$ cat src/rtl/pidc_pkg.sv
// Package for the PI duty controller: field widths, register indexes,
// reset values, duty limits and the clamp flag type.
// No dependencies; every rtl file imports it.
package pidc_pkg;

    // Field and register widths
    localparam int TEMP_W      = 16;
    localparam int ERR_W       = 17;
    localparam int GAIN_W      = 24;
    localparam int DUTY_W      = 10;
    localparam int CFG_IDX_W   = 2;
    localparam int CFG_DATA_W  = 24;
    localparam int S_DATA_W    = 16;
    localparam int M_DATA_W    = 32;

    // Default accumulator width
    localparam int ACC_WIDTH_DEF = 32;

    // Gains are Q8.16 and temperatures carry 8 fraction bits
    localparam int FRAC_BITS = 24;
    localparam int DUTY_TOP  = 999;
    localparam int DUTY_MAX  = 1000;

    // Register indexes on the configuration port
    localparam logic [CFG_IDX_W-1:0] REG_TARGET_TEMP = 2'd0;
    localparam logic [CFG_IDX_W-1:0] REG_PROP_GAIN   = 2'd1;
    localparam logic [CFG_IDX_W-1:0] REG_INTEG_GAIN  = 2'd2;

    // Register reset values
    localparam logic signed [TEMP_W-1:0] TARGET_TEMP_RST = 16'sd6400;
    localparam logic [GAIN_W-1:0]        PROP_GAIN_RST   = 24'd4648468;
    localparam logic [GAIN_W-1:0]        INTEG_GAIN_RST  = 24'd982;

    // Clamp flag reported with each duty value
    typedef enum logic [1:0] {
        CLAMP_NONE = 2'd0,
        CLAMP_HIGH = 2'd1,
        CLAMP_LOW  = 2'd2
    } clamp_t;

endpackage

$ cat src/rtl/pidc_clamp.sv
// Sum of the three partial products and the duty clamp to 0..1000.
// Depends on pidc_pkg.
module pidc_clamp #(
    parameter int ACC_WIDTH = pidc_pkg::ACC_WIDTH_DEF
) (
    input  logic signed [pidc_pkg::GAIN_W+ACC_WIDTH/2:0]      prod_hi,
    input  logic [pidc_pkg::GAIN_W+(ACC_WIDTH+1)/2-1:0]        prod_lo,
    input  logic signed [pidc_pkg::GAIN_W+pidc_pkg::ERR_W:0]  prod_err,
    output logic [pidc_pkg::DUTY_W-1:0]                       duty,
    output pidc_pkg::clamp_t                                  clamp
);
    import pidc_pkg::*;

    localparam int LO_W = (ACC_WIDTH + 1) / 2;
    localparam int SW   = ACC_WIDTH + GAIN_W + 2;
    localparam logic signed [SW-1:0] TOP_S = SW'(DUTY_TOP) << FRAC_BITS;

    logic signed [SW-1:0] sum_s;

    // Rebuild the full-precision sum in units of 2^-24 duty counts
    assign sum_s = (SW'(prod_hi) <<< LO_W)
                 + SW'($signed({1'b0, prod_lo}))
                 + SW'(prod_err);

    // Clamp above 999.0 and below zero, truncate otherwise
    always_comb
    begin
        if (sum_s > TOP_S)
        begin
            duty  = DUTY_W'(DUTY_MAX);
            clamp = CLAMP_HIGH;
        end
        else if (sum_s[SW-1])
        begin
            duty  = '0;
            clamp = CLAMP_LOW;
        end
        else
        begin
            duty  = sum_s[FRAC_BITS+DUTY_W-1:FRAC_BITS];
            clamp = CLAMP_NONE;
        end
    end

endmodule

$ cat src/rtl/pi_duty_controller_top.sv
// PI duty controller with trapezoidal integral: top level.
// Pipeline: error and accumulator stage, product stage, result register.
// Throughput: one request per cycle while s_tready is high; the accumulator
// add and saturate is combinational around its register.
// Stages advance independently on stalls.
// Reset: rst_n clears the accumulator, last error and valid bits, and loads
// the register defaults. Depends on pidc_pkg and pidc_clamp.
module pi_duty_controller_top #(
    parameter int ACC_WIDTH = pidc_pkg::ACC_WIDTH_DEF
) (
    input  logic                                 clk,
    input  logic                                 rst_n,
    // Configuration write port
    input  logic                                 cfg_wr_en,
    input  logic [pidc_pkg::CFG_IDX_W-1:0]       cfg_index,
    input  logic [pidc_pkg::CFG_DATA_W-1:0]      cfg_wdata,
    // Sample stream
    input  logic                                 s_tvalid,
    output logic                                 s_tready,
    input  logic [pidc_pkg::S_DATA_W-1:0]        s_tdata,   // [15:0] sample_temp
    // Result stream
    output logic                                 m_tvalid,
    input  logic                                 m_tready,
    output logic [pidc_pkg::M_DATA_W-1:0]        m_tdata    // [9:0] duty,
                                                            // [26:10] error_out,
                                                            // [28:27] clamped
);
    import pidc_pkg::*;

    localparam int LO_W = (ACC_WIDTH + 1) / 2;
    localparam int HI_W = ACC_WIDTH - LO_W;
    localparam int AW2  = ACC_WIDTH + 2;
    localparam logic signed [ACC_WIDTH-1:0] ACC_MAX = {1'b0, {(ACC_WIDTH-1){1'b1}}};
    localparam logic signed [ACC_WIDTH-1:0] ACC_MIN = {1'b1, {(ACC_WIDTH-1){1'b0}}};
    localparam int PAD_W = M_DATA_W - DUTY_W - ERR_W - 2;

    // Configuration registers
    logic signed [TEMP_W-1:0]    target_temp_reg;
    logic [GAIN_W-1:0]           prop_gain_reg;
    logic [GAIN_W-1:0]           integ_gain_reg;

    // Loop state, also the first pipeline stage
    logic signed [ACC_WIDTH-1:0] integral_sum_reg;
    logic signed [ACC_WIDTH-1:0] integral_sum_next;
    logic signed [ERR_W-1:0]     last_error_reg;
    logic signed [ERR_W-1:0]     last_error_next;
    logic                        a_valid_reg;

    // Product stage
    logic signed [GAIN_W+HI_W:0]   prod_hi_reg;
    logic signed [GAIN_W+HI_W:0]   prod_hi_next;
    logic [GAIN_W+LO_W-1:0]        prod_lo_reg;
    logic [GAIN_W+LO_W-1:0]        prod_lo_next;
    logic signed [GAIN_W+ERR_W:0]  prod_err_reg;
    logic signed [GAIN_W+ERR_W:0]  prod_err_next;
    logic signed [ERR_W-1:0]       p_err_reg;
    logic                          p_valid_reg;

    // Result register
    logic [DUTY_W-1:0]             duty_reg;
    logic [DUTY_W-1:0]             duty_next;
    logic signed [ERR_W-1:0]       err_out_reg;
    clamp_t                        clamp_reg;
    clamp_t                        clamp_next;
    logic                          out_valid_reg;

    logic                          out_ready;
    logic                          p_ready;
    logic                          accept;
    logic signed [AW2-1:0]         acc_sum;
    logic signed [GAIN_W:0]        integ_gain_s;
    logic signed [GAIN_W:0]        prop_gain_s;
    logic signed [HI_W-1:0]        acc_hi;
    logic [LO_W-1:0]               acc_lo;

    // Per-stage flow control: a stage loads when empty or draining
    assign out_ready = !out_valid_reg || m_tready;
    assign p_ready   = !p_valid_reg || out_ready;
    assign s_tready  = !a_valid_reg || p_ready;
    assign accept    = s_tvalid && s_tready;

    // Configuration writes
    always_ff @(posedge clk or negedge rst_n)
    begin
        if (!rst_n)
        begin
            target_temp_reg <= TARGET_TEMP_RST;
            prop_gain_reg   <= PROP_GAIN_RST;
            integ_gain_reg  <= INTEG_GAIN_RST;
        end
        else if (cfg_wr_en)
        begin
            unique case (cfg_index)
                REG_TARGET_TEMP: target_temp_reg <= cfg_wdata[TEMP_W-1:0];
                REG_PROP_GAIN:   prop_gain_reg   <= cfg_wdata[GAIN_W-1:0];
                REG_INTEG_GAIN:  integ_gain_reg  <= cfg_wdata[GAIN_W-1:0];
                default:         ;
            endcase
        end
    end

    // Error and saturating trapezoidal accumulator
    always_comb
    begin
        last_error_next = ERR_W'(target_temp_reg) - ERR_W'($signed(s_tdata[TEMP_W-1:0]));
        acc_sum = AW2'(integral_sum_reg) + AW2'(last_error_next) + AW2'(last_error_reg);
        if (acc_sum[AW2-1:ACC_WIDTH-1] == '0 || acc_sum[AW2-1:ACC_WIDTH-1] == '1)
            integral_sum_next = acc_sum[ACC_WIDTH-1:0];
        else if (acc_sum[AW2-1])
            integral_sum_next = ACC_MIN;
        else
            integral_sum_next = ACC_MAX;
    end

    // Hold the loop state; it advances only on an accepted request
    always_ff @(posedge clk or negedge rst_n)
    begin
        if (!rst_n)
        begin
            integral_sum_reg <= '0;
            last_error_reg   <= '0;
        end
        else if (accept)
        begin
            integral_sum_reg <= integral_sum_next;
            last_error_reg   <= last_error_next;
        end
    end

    // Split the accumulator so no product is wider than 25 x 17 bits at the default width
    always_comb
    begin
        integ_gain_s  = $signed({1'b0, integ_gain_reg});
        prop_gain_s   = $signed({1'b0, prop_gain_reg});
        acc_hi        = integral_sum_reg[ACC_WIDTH-1:LO_W];
        acc_lo        = integral_sum_reg[LO_W-1:0];
        prod_hi_next  = integ_gain_s * acc_hi;
        prod_lo_next  = integ_gain_reg * acc_lo;
        prod_err_next = prop_gain_s * last_error_reg;
    end

    always_ff @(posedge clk)
    begin
        if (a_valid_reg && p_ready)
        begin
            prod_hi_reg  <= prod_hi_next;
            prod_lo_reg  <= prod_lo_next;
            prod_err_reg <= prod_err_next;
            p_err_reg    <= last_error_reg;
        end
    end

    pidc_clamp #(
        .ACC_WIDTH (ACC_WIDTH)
    ) u_clamp (
        .prod_hi  (prod_hi_reg),
        .prod_lo  (prod_lo_reg),
        .prod_err (prod_err_reg),
        .duty     (duty_next),
        .clamp    (clamp_next)
    );

    // Result register
    always_ff @(posedge clk)
    begin
        if (p_valid_reg && out_ready)
        begin
            duty_reg    <= duty_next;
            err_out_reg <= p_err_reg;
            clamp_reg   <= clamp_next;
        end
    end

    // Valid bits of the three stages
    always_ff @(posedge clk or negedge rst_n)
    begin
        if (!rst_n)
        begin
            a_valid_reg   <= 1'b0;
            p_valid_reg   <= 1'b0;
            out_valid_reg <= 1'b0;
        end
        else
        begin
            if (s_tready)
                a_valid_reg <= s_tvalid;
            if (p_ready)
                p_valid_reg <= a_valid_reg;
            if (out_ready)
                out_valid_reg <= p_valid_reg;
        end
    end

    assign m_tvalid = out_valid_reg;
    assign m_tdata  = {{PAD_W{1'b0}}, clamp_reg, err_out_reg, duty_reg};

endmodule

$ cat config.mk
export PLATFORM = sky130hd
export DESIGN_NAME = pi_duty_controller_top
export DESIGN_NICKNAME = d
export VERILOG_FILES = /design/src/rtl/pidc_pkg.sv /design/src/rtl/pidc_clamp.sv /design/src/rtl/pi_duty_controller_top.sv
export SDC_FILE = /design/constraint.sdc
export NUM_CORES = 2
export LEC_CHECK = 0
export BUFFER_PORTS_ARGS = -buffer_cell sky130_fd_sc_hd__buf_4
export CORE_ASPECT_RATIO = 1.1
export CORE_UTILIZATION = 30
export CTS_CLUSTER_DIAMETER = 150
export CTS_CLUSTER_SIZE = 10
export DETAILED_ROUTE_END_ITERATION = 8
export GPL_TIMING_DRIVEN = 0
export SETUP_SLACK_MARGIN = 0.1
export SLEW_MARGIN = 5
export SYNTH_ARGS = -nofsm -noshare
export SYNTH_HDL_FRONTEND = slang
export SYNTH_SLANG_ARGS = --single-unit
$ cat constraint.sdc
create_clock -name clk -period 22.1 [get_ports clk]
set_input_delay 4.42 -clock clk [delete_from_list [all_inputs] [get_ports clk]]
set_output_delay 4.42 -clock clk [all_outputs]
set_load 0.01 [all_outputs]
# ---- Word-level counts from Yosys, hierarchy flattened
# Cells that the tools add are included.
dict set report totals {
  reg_bits 285
  latch_bits 0
  ramBits 0
  rom_bits 0
  in_bits 47
  out_inout_bits 34
  elab_cells 48
  n_memories 0
}
dict set report classes {
  n_addsub 5
  mul 3
  div 0
  magnitude_cmp 1
  eq_ne 3
  shifts 0
  muxes 4
  bitwise 0
  n_reduce_logical 16
}
# op n
set ops {}
lappend ops {{$mux W32} 2}
lappend ops {{$add A57 B41 Y58} 1}
lappend ops {{$add A58 B42 Y58} 1}
lappend ops {{$gt A58 B35 Y1 const B} 1}
lappend ops {{$mul A25 B17 Y42} 1}
lappend ops {{$mul A25 B16 Y41} 1}
lappend ops {{$mul A24 B16 Y40} 1}
lappend ops {{$add A33 B17 Y34} 1}
lappend ops {{$add A32 B17 Y33} 1}
lappend ops {{$sub A16 B16 Y17} 1}
lappend ops {{$mux W10} 1}
lappend ops {{$reduce_and A2 Y1} 3}
lappend ops {{$logic_or A1 B1 Y1} 4}
lappend ops {{$eq A3 B3 Y1 const B} 1}
lappend ops {{$logic_and A1 B1 Y1} 3}
lappend ops {{$logic_not A1 Y1} 3}
lappend ops {{$logic_not A3 Y1} 1}
lappend ops {{$eq A2 B1 Y1 const B} 1}
lappend ops {{$eq A2 B2 Y1 const B} 1}
lappend ops {{$logic_not A2 Y1} 1}
lappend ops {{$mux W2} 1}
lappend ops {{$reduce_or A2 Y1} 1}

# ---- Longest topological paths before layout
dict set report depth {
  depth_word 6
  ltp_mapped 30
  depth_no_buf 28
}

# ---- By module
# A second synthesis with hierarchy kept.
dict set report unflattened {
  hier_cells 6180
  hier_area_um2 56942.1
}
# mod instances cells_each area_per_inst_um2 seq_area_each_um2
set modules_own_cells {}
lappend modules_own_cells {pi_duty_controller_top 1 5515 51959.8 8003.9}
lappend modules_own_cells {pidc_clamp 1 665 4982.3 0.0}

# ---- Least setup slack after synthesis
# No wires, ideal clock.
dict set report synth_timing {
  path_kind {input port to flip-flop}
  from {in s_tdata[0] (netlist name)}
  to {reg integral_sum_reg[0]}
  setup_time_ns 0.126
  t_arrival_ns 10.398
  required_ns 21.974
  setup_slack_ns 11.576
  path_stages 27
  n_path_buf 1
  path_cell_list {ha_1 inv_1 fa_1 a21o_1 a21oi_1 o21ai_0 a21oi_1 o21bai_1 a21oi_1 o21a_1 o21ai_0 nand4_1 a32oi_1 fa_1 inv_1 ha_1 a21o_1 a21o_1 a21o_1 a22oi_1 nand2_1 a2111oi_0 a211oi_1 o21ba_1 o2111a_1 clkbuf_1 a221o_1}
}
dict set report synth_via {
  elab_chain_cells 6
  word_cells_on_any_way 8
  cone_classes {add/sub: 3; eq/ne: 1; mux: 2; reduce/logical: 2}
}
# item line_no
set synth_rtl {}
lappend synth_rtl {{start, declared} pi_duty_controller_top.sv:20} ;# input logic [pidc_pkg::S_DATA_W-1:0] s_tdata,
lappend synth_rtl {{$sub A16 B16 Y17 *} pi_duty_controller_top.sv:105} ;# last_error_next = ERR_W'(target_temp_reg) - ERR_W'($signed(s_tdata[TEMP_W-1:0]));
lappend synth_rtl {{$add A32 B17 Y33 *} pi_duty_controller_top.sv:106} ;# acc_sum = AW2'(integral_sum_reg) + AW2'(last_error_next) + AW2'(last_error_reg);
lappend synth_rtl {{$add A33 B17 Y34 *} pi_duty_controller_top.sv:106}
lappend synth_rtl {{$eq A3 B3 Y1 or $logic_not A3 Y1 (tied branches)} pi_duty_controller_top.sv:107} ;# if (acc_sum[AW2-1:ACC_WIDTH-1] == '0 || acc_sum[AW2-1:ACC_WIDTH-1] == '1)
lappend synth_rtl {{$logic_or A1 B1 Y1} pi_duty_controller_top.sv:107}
lappend synth_rtl {{$mux W32 *} pi_duty_controller_top.sv:107}
lappend synth_rtl {{end signal, assigned} pi_duty_controller_top.sv:125} ;# integral_sum_reg <= integral_sum_next;
lappend synth_rtl {{end, declared} pi_duty_controller_top.sv:43} ;# logic signed [ACC_WIDTH-1:0] integral_sum_reg;
# Every way passes the cells marked *; elsewhere a longest branch is shown, timed or not.
# A chain may end at the register's enable or synchronous reset.

# ---- Worst setup path in the final report
dict set report layout_timing {
  from {in s_tdata[0] (netlist name)}
  to {reg integral_sum_reg[1]}
}
# Same word-level chain as after synthesis.

==> flow_summary.toml <==
[cells_and_area]
drive_gt1_share_pct = 4.40
largest_reg_flops = 42
multiInputGateArea_sq_mm = 0.0422
areaGrowthSynthToFinish_pct = 8.53
fill_cells = 19069
regArea_sq_mm = 0.00800
finalNetCount = 7689
design_area_sq_mm = 0.0606

[cts]
ctsLongestPathBuffers = 3
cts_hold_buf = 0
cts_made_buffers = 34
cts-resized-gates = 0
clk_pin_slew_ns = 0.05
clk_latency_ns = 0.61
htreeDepth = 2
numClockSinks = 285
root_buffer = "clkbuf_16"
post_cts_buffers = 0
cts_tree = "done"

[floorplan]
fp-row-count = 165
design.core.area_sq_mm = 0.184
die_y_um = 454
ios = 81
start_util_pct = 30.3
dieArea_sq_mm = 0.188
die_w_um = 413

[setup_path]
crit_path_frequent_cell = "a21oi_1"
slowest_delay_ns = 0.64
criticalPathCategory = "in2reg"
start_kind = "input pin"
setup.worst_path.end_class = "flop"
regToRegStartpoint = "last_error_reg[8]$_DFFE_PN0P_"
cpMaxStageDelayCell = "fa_1"
required_ns = 22.62
r2r_cells = 24
cp_max_fo = 10
r2r_slack_ns = 13.01
crit_start = "s_tdata[0]"
crit_arrival_ns = 11.60
reg2reg_to = "prod_err_reg[41]$_DFFE_PP_"

[hold_path]
min_to = "err_out_reg[9]$_DFFE_PP_"
hold_class = "reg2reg"
hp-start = "p_err_reg[9]$_DFFE_PP_"
hold_depth = 0

[synthesis]
synth_most_common_cell = "inv_1"
yosysWarningCount = 0
synth_top_cell_by_area = "fa_1"
netlist_instances = 5992
ys_seq_area_share_pct = 14.3
synth-edff-count = 169
yosys_register_bits = 285
synth_top_area_share_pct = 35.9
synth_commonest_cells = "inv_1, fa_1, nand2_1"
async_reset_ff_share_pct = 40.7
synth_ff_type = "edfxtp_1"
synth_area_leaders = "fa_1, ha_1, edfxtp_1, inv_1, and2_1"
ys_types = 97
syn-cell-area_sq_mm = 0.0558
syn_area_per_cell_sq_um = 9.32

[route]
drcViolationCount = 0
routed_via_density = 4.95
vias = 42328
drt_wl_total_um = 188000
routedWlPerCell_um = 22.0
ant_nets = 0
drt_iter0_markers = 2995
firstDrtPassIters = 7

[grt]
use_met3_pct = 3.32
busiest_layer = "met2"
grt_pass1_wl_um = 281000
grt_util_met2_pct = 33.5
grt_antenna_before_repair = 23
grt_use_met1_pct = 25.3
grt_max_degree = 67
grt_pass1_vias = 44373
overflow = 0
gr-usage-all-layers_pct = 20.2

[sta]
period_share_pct = 50.1
rsz0062_at_grt = "false"
finalCriticalPeriod_ns = 11.07
slew_headroom_pct = 7.63
slew_violations = 0
tightest_slew_ns = 1.39
fin_tns_setup_ns = 0
setup_violations = 0
hold_viol_final = 0
skew_ns = 0.0361
max_freq_mhz = 90.3
whs_ns = 0.412

[place]
postPlaceCellArea_sq_mm = 0.0596
place.gp.congestion = 0.986
hpwl_um = 155000
port_buffers = 77

[run]
maxCapViolations = 0

[run_status]
status = "complete, no violations"
cell usage in the layout (no fill, tap or decap), types with 8 or more instances in the layout:
master     synthesis  routed
o2111ai_1         12      12
or2_2              9       9
nor3_1            50      50
mux2_2            68      68
o21ai_0          120     120
clkbuf_1         244     261
dfstp_2           21      21
clkbuf_16          0      34
dfrtp_1           95      95
ha_1             529     529
a21boi_0          10      10
o21bai_1          23      23
a221o_1           32      32
mux2i_1            9       9
xor2_1            47      47
nand2b_1          48      48
a21o_1            90      90
a2111oi_0          9       9
and3_1            27      27
a31oi_1           19      19
nor2_1           171     171
fa_1            1000    1000
and2_1           524     522
o211ai_1          17      17
nor2b_1           26      26
a211oi_1          21      21
a21oi_1          183     183
inv_1           1240    1240
nor4_1            11      11
buf_4              4      80
o21a_1            31      31
nand3b_1           8       8
xnor2_1          115     115
buf_2              8       8
or3_1             15      15
nand2_1          769     769
nand4_1           32      32
edfxtp_1         169     169
nand3_1           44      44
o21ai_1            9       9
stage by stage:
step | utilization (%) | worst slack (ns) | std cells
after floorplan | - | 11.58 | 5994
after global placement | 32.2 | 9.14 | 8492
after detailed placement | 32.3 | 10.49 | 8498
after CTS | 32.9 | 11.09 | 8555
after global routing | 32.9 | 10.67 | 8556
final | 32.9 | 11.03 | 8559
routing by layer:
metal | share of wire (%) | routed length, um | up-vias
met5 | 0.021 | 40 | -
met4 | 5.7 | 10600 | 6
met3 | 6.9 | 13000 | 392
met2 | 47 | 88200 | 1459
met1 | 40 | 76000 | 21589
li1 | - | - | 18882
layout make-up:
type                    instances  area share, %
repair buffers                 83           1.18
plain buffers                 259           1.66
clock inverters                 5          0.118
diodes                          4         0.0165
inverters                    1241           7.69
flip-flops and latches        285           13.2
clock buffers                  52           1.52
well taps                    2421           5.00
multi-input cells            4209           69.6
logic make-up after synthesis:
group                      after synthesis  synth area share [%]
muxes                                   77                  1.53
AOI/OAI and AO/OA                      673                  8.23
and+or+nand+nor                       1765                  15.5
DFF                                    285                  14.3
buffers and inverters                 1500                  10.1
other                                    1               0.00672
adders and majority gates             1529                  47.7
xor gates and xnor gates               162                  2.54
how the worst max path moves through the flow:
| stage | endpoint |
|---|---|
| global placement | integral_sum_reg[2]$_DFFE_PN0P_ |
| CTS | integral_sum_reg[1]$_DFFE_PN0P_ |
| global route | integral_sum_reg[1]$_DFFE_PN0P_ |
| finish | integral_sum_reg[1]$_DFFE_PN0P_ |
| detailed placement | integral_sum_reg[1]$_DFFE_PN0P_ |
| floorplan | integral_sum_reg[0]$_DFFE_PN0P_ |
worst max-delay path, delay by kind of cell:
kind / cells / cell delay, ns
XOR/XNOR: 1 / 0.17
adder cells (fa/ha/maj): 4 / 1.56
AO/OA/AOI/OAI: 15 / 4.10
AND/OR/NAND/NOR: 5 / 0.67
buffers and inverters: 4 / 0.66
Power is not shown: default switching activity piles up to over one toggle a cycle in this logic, so the estimate is an artifact.
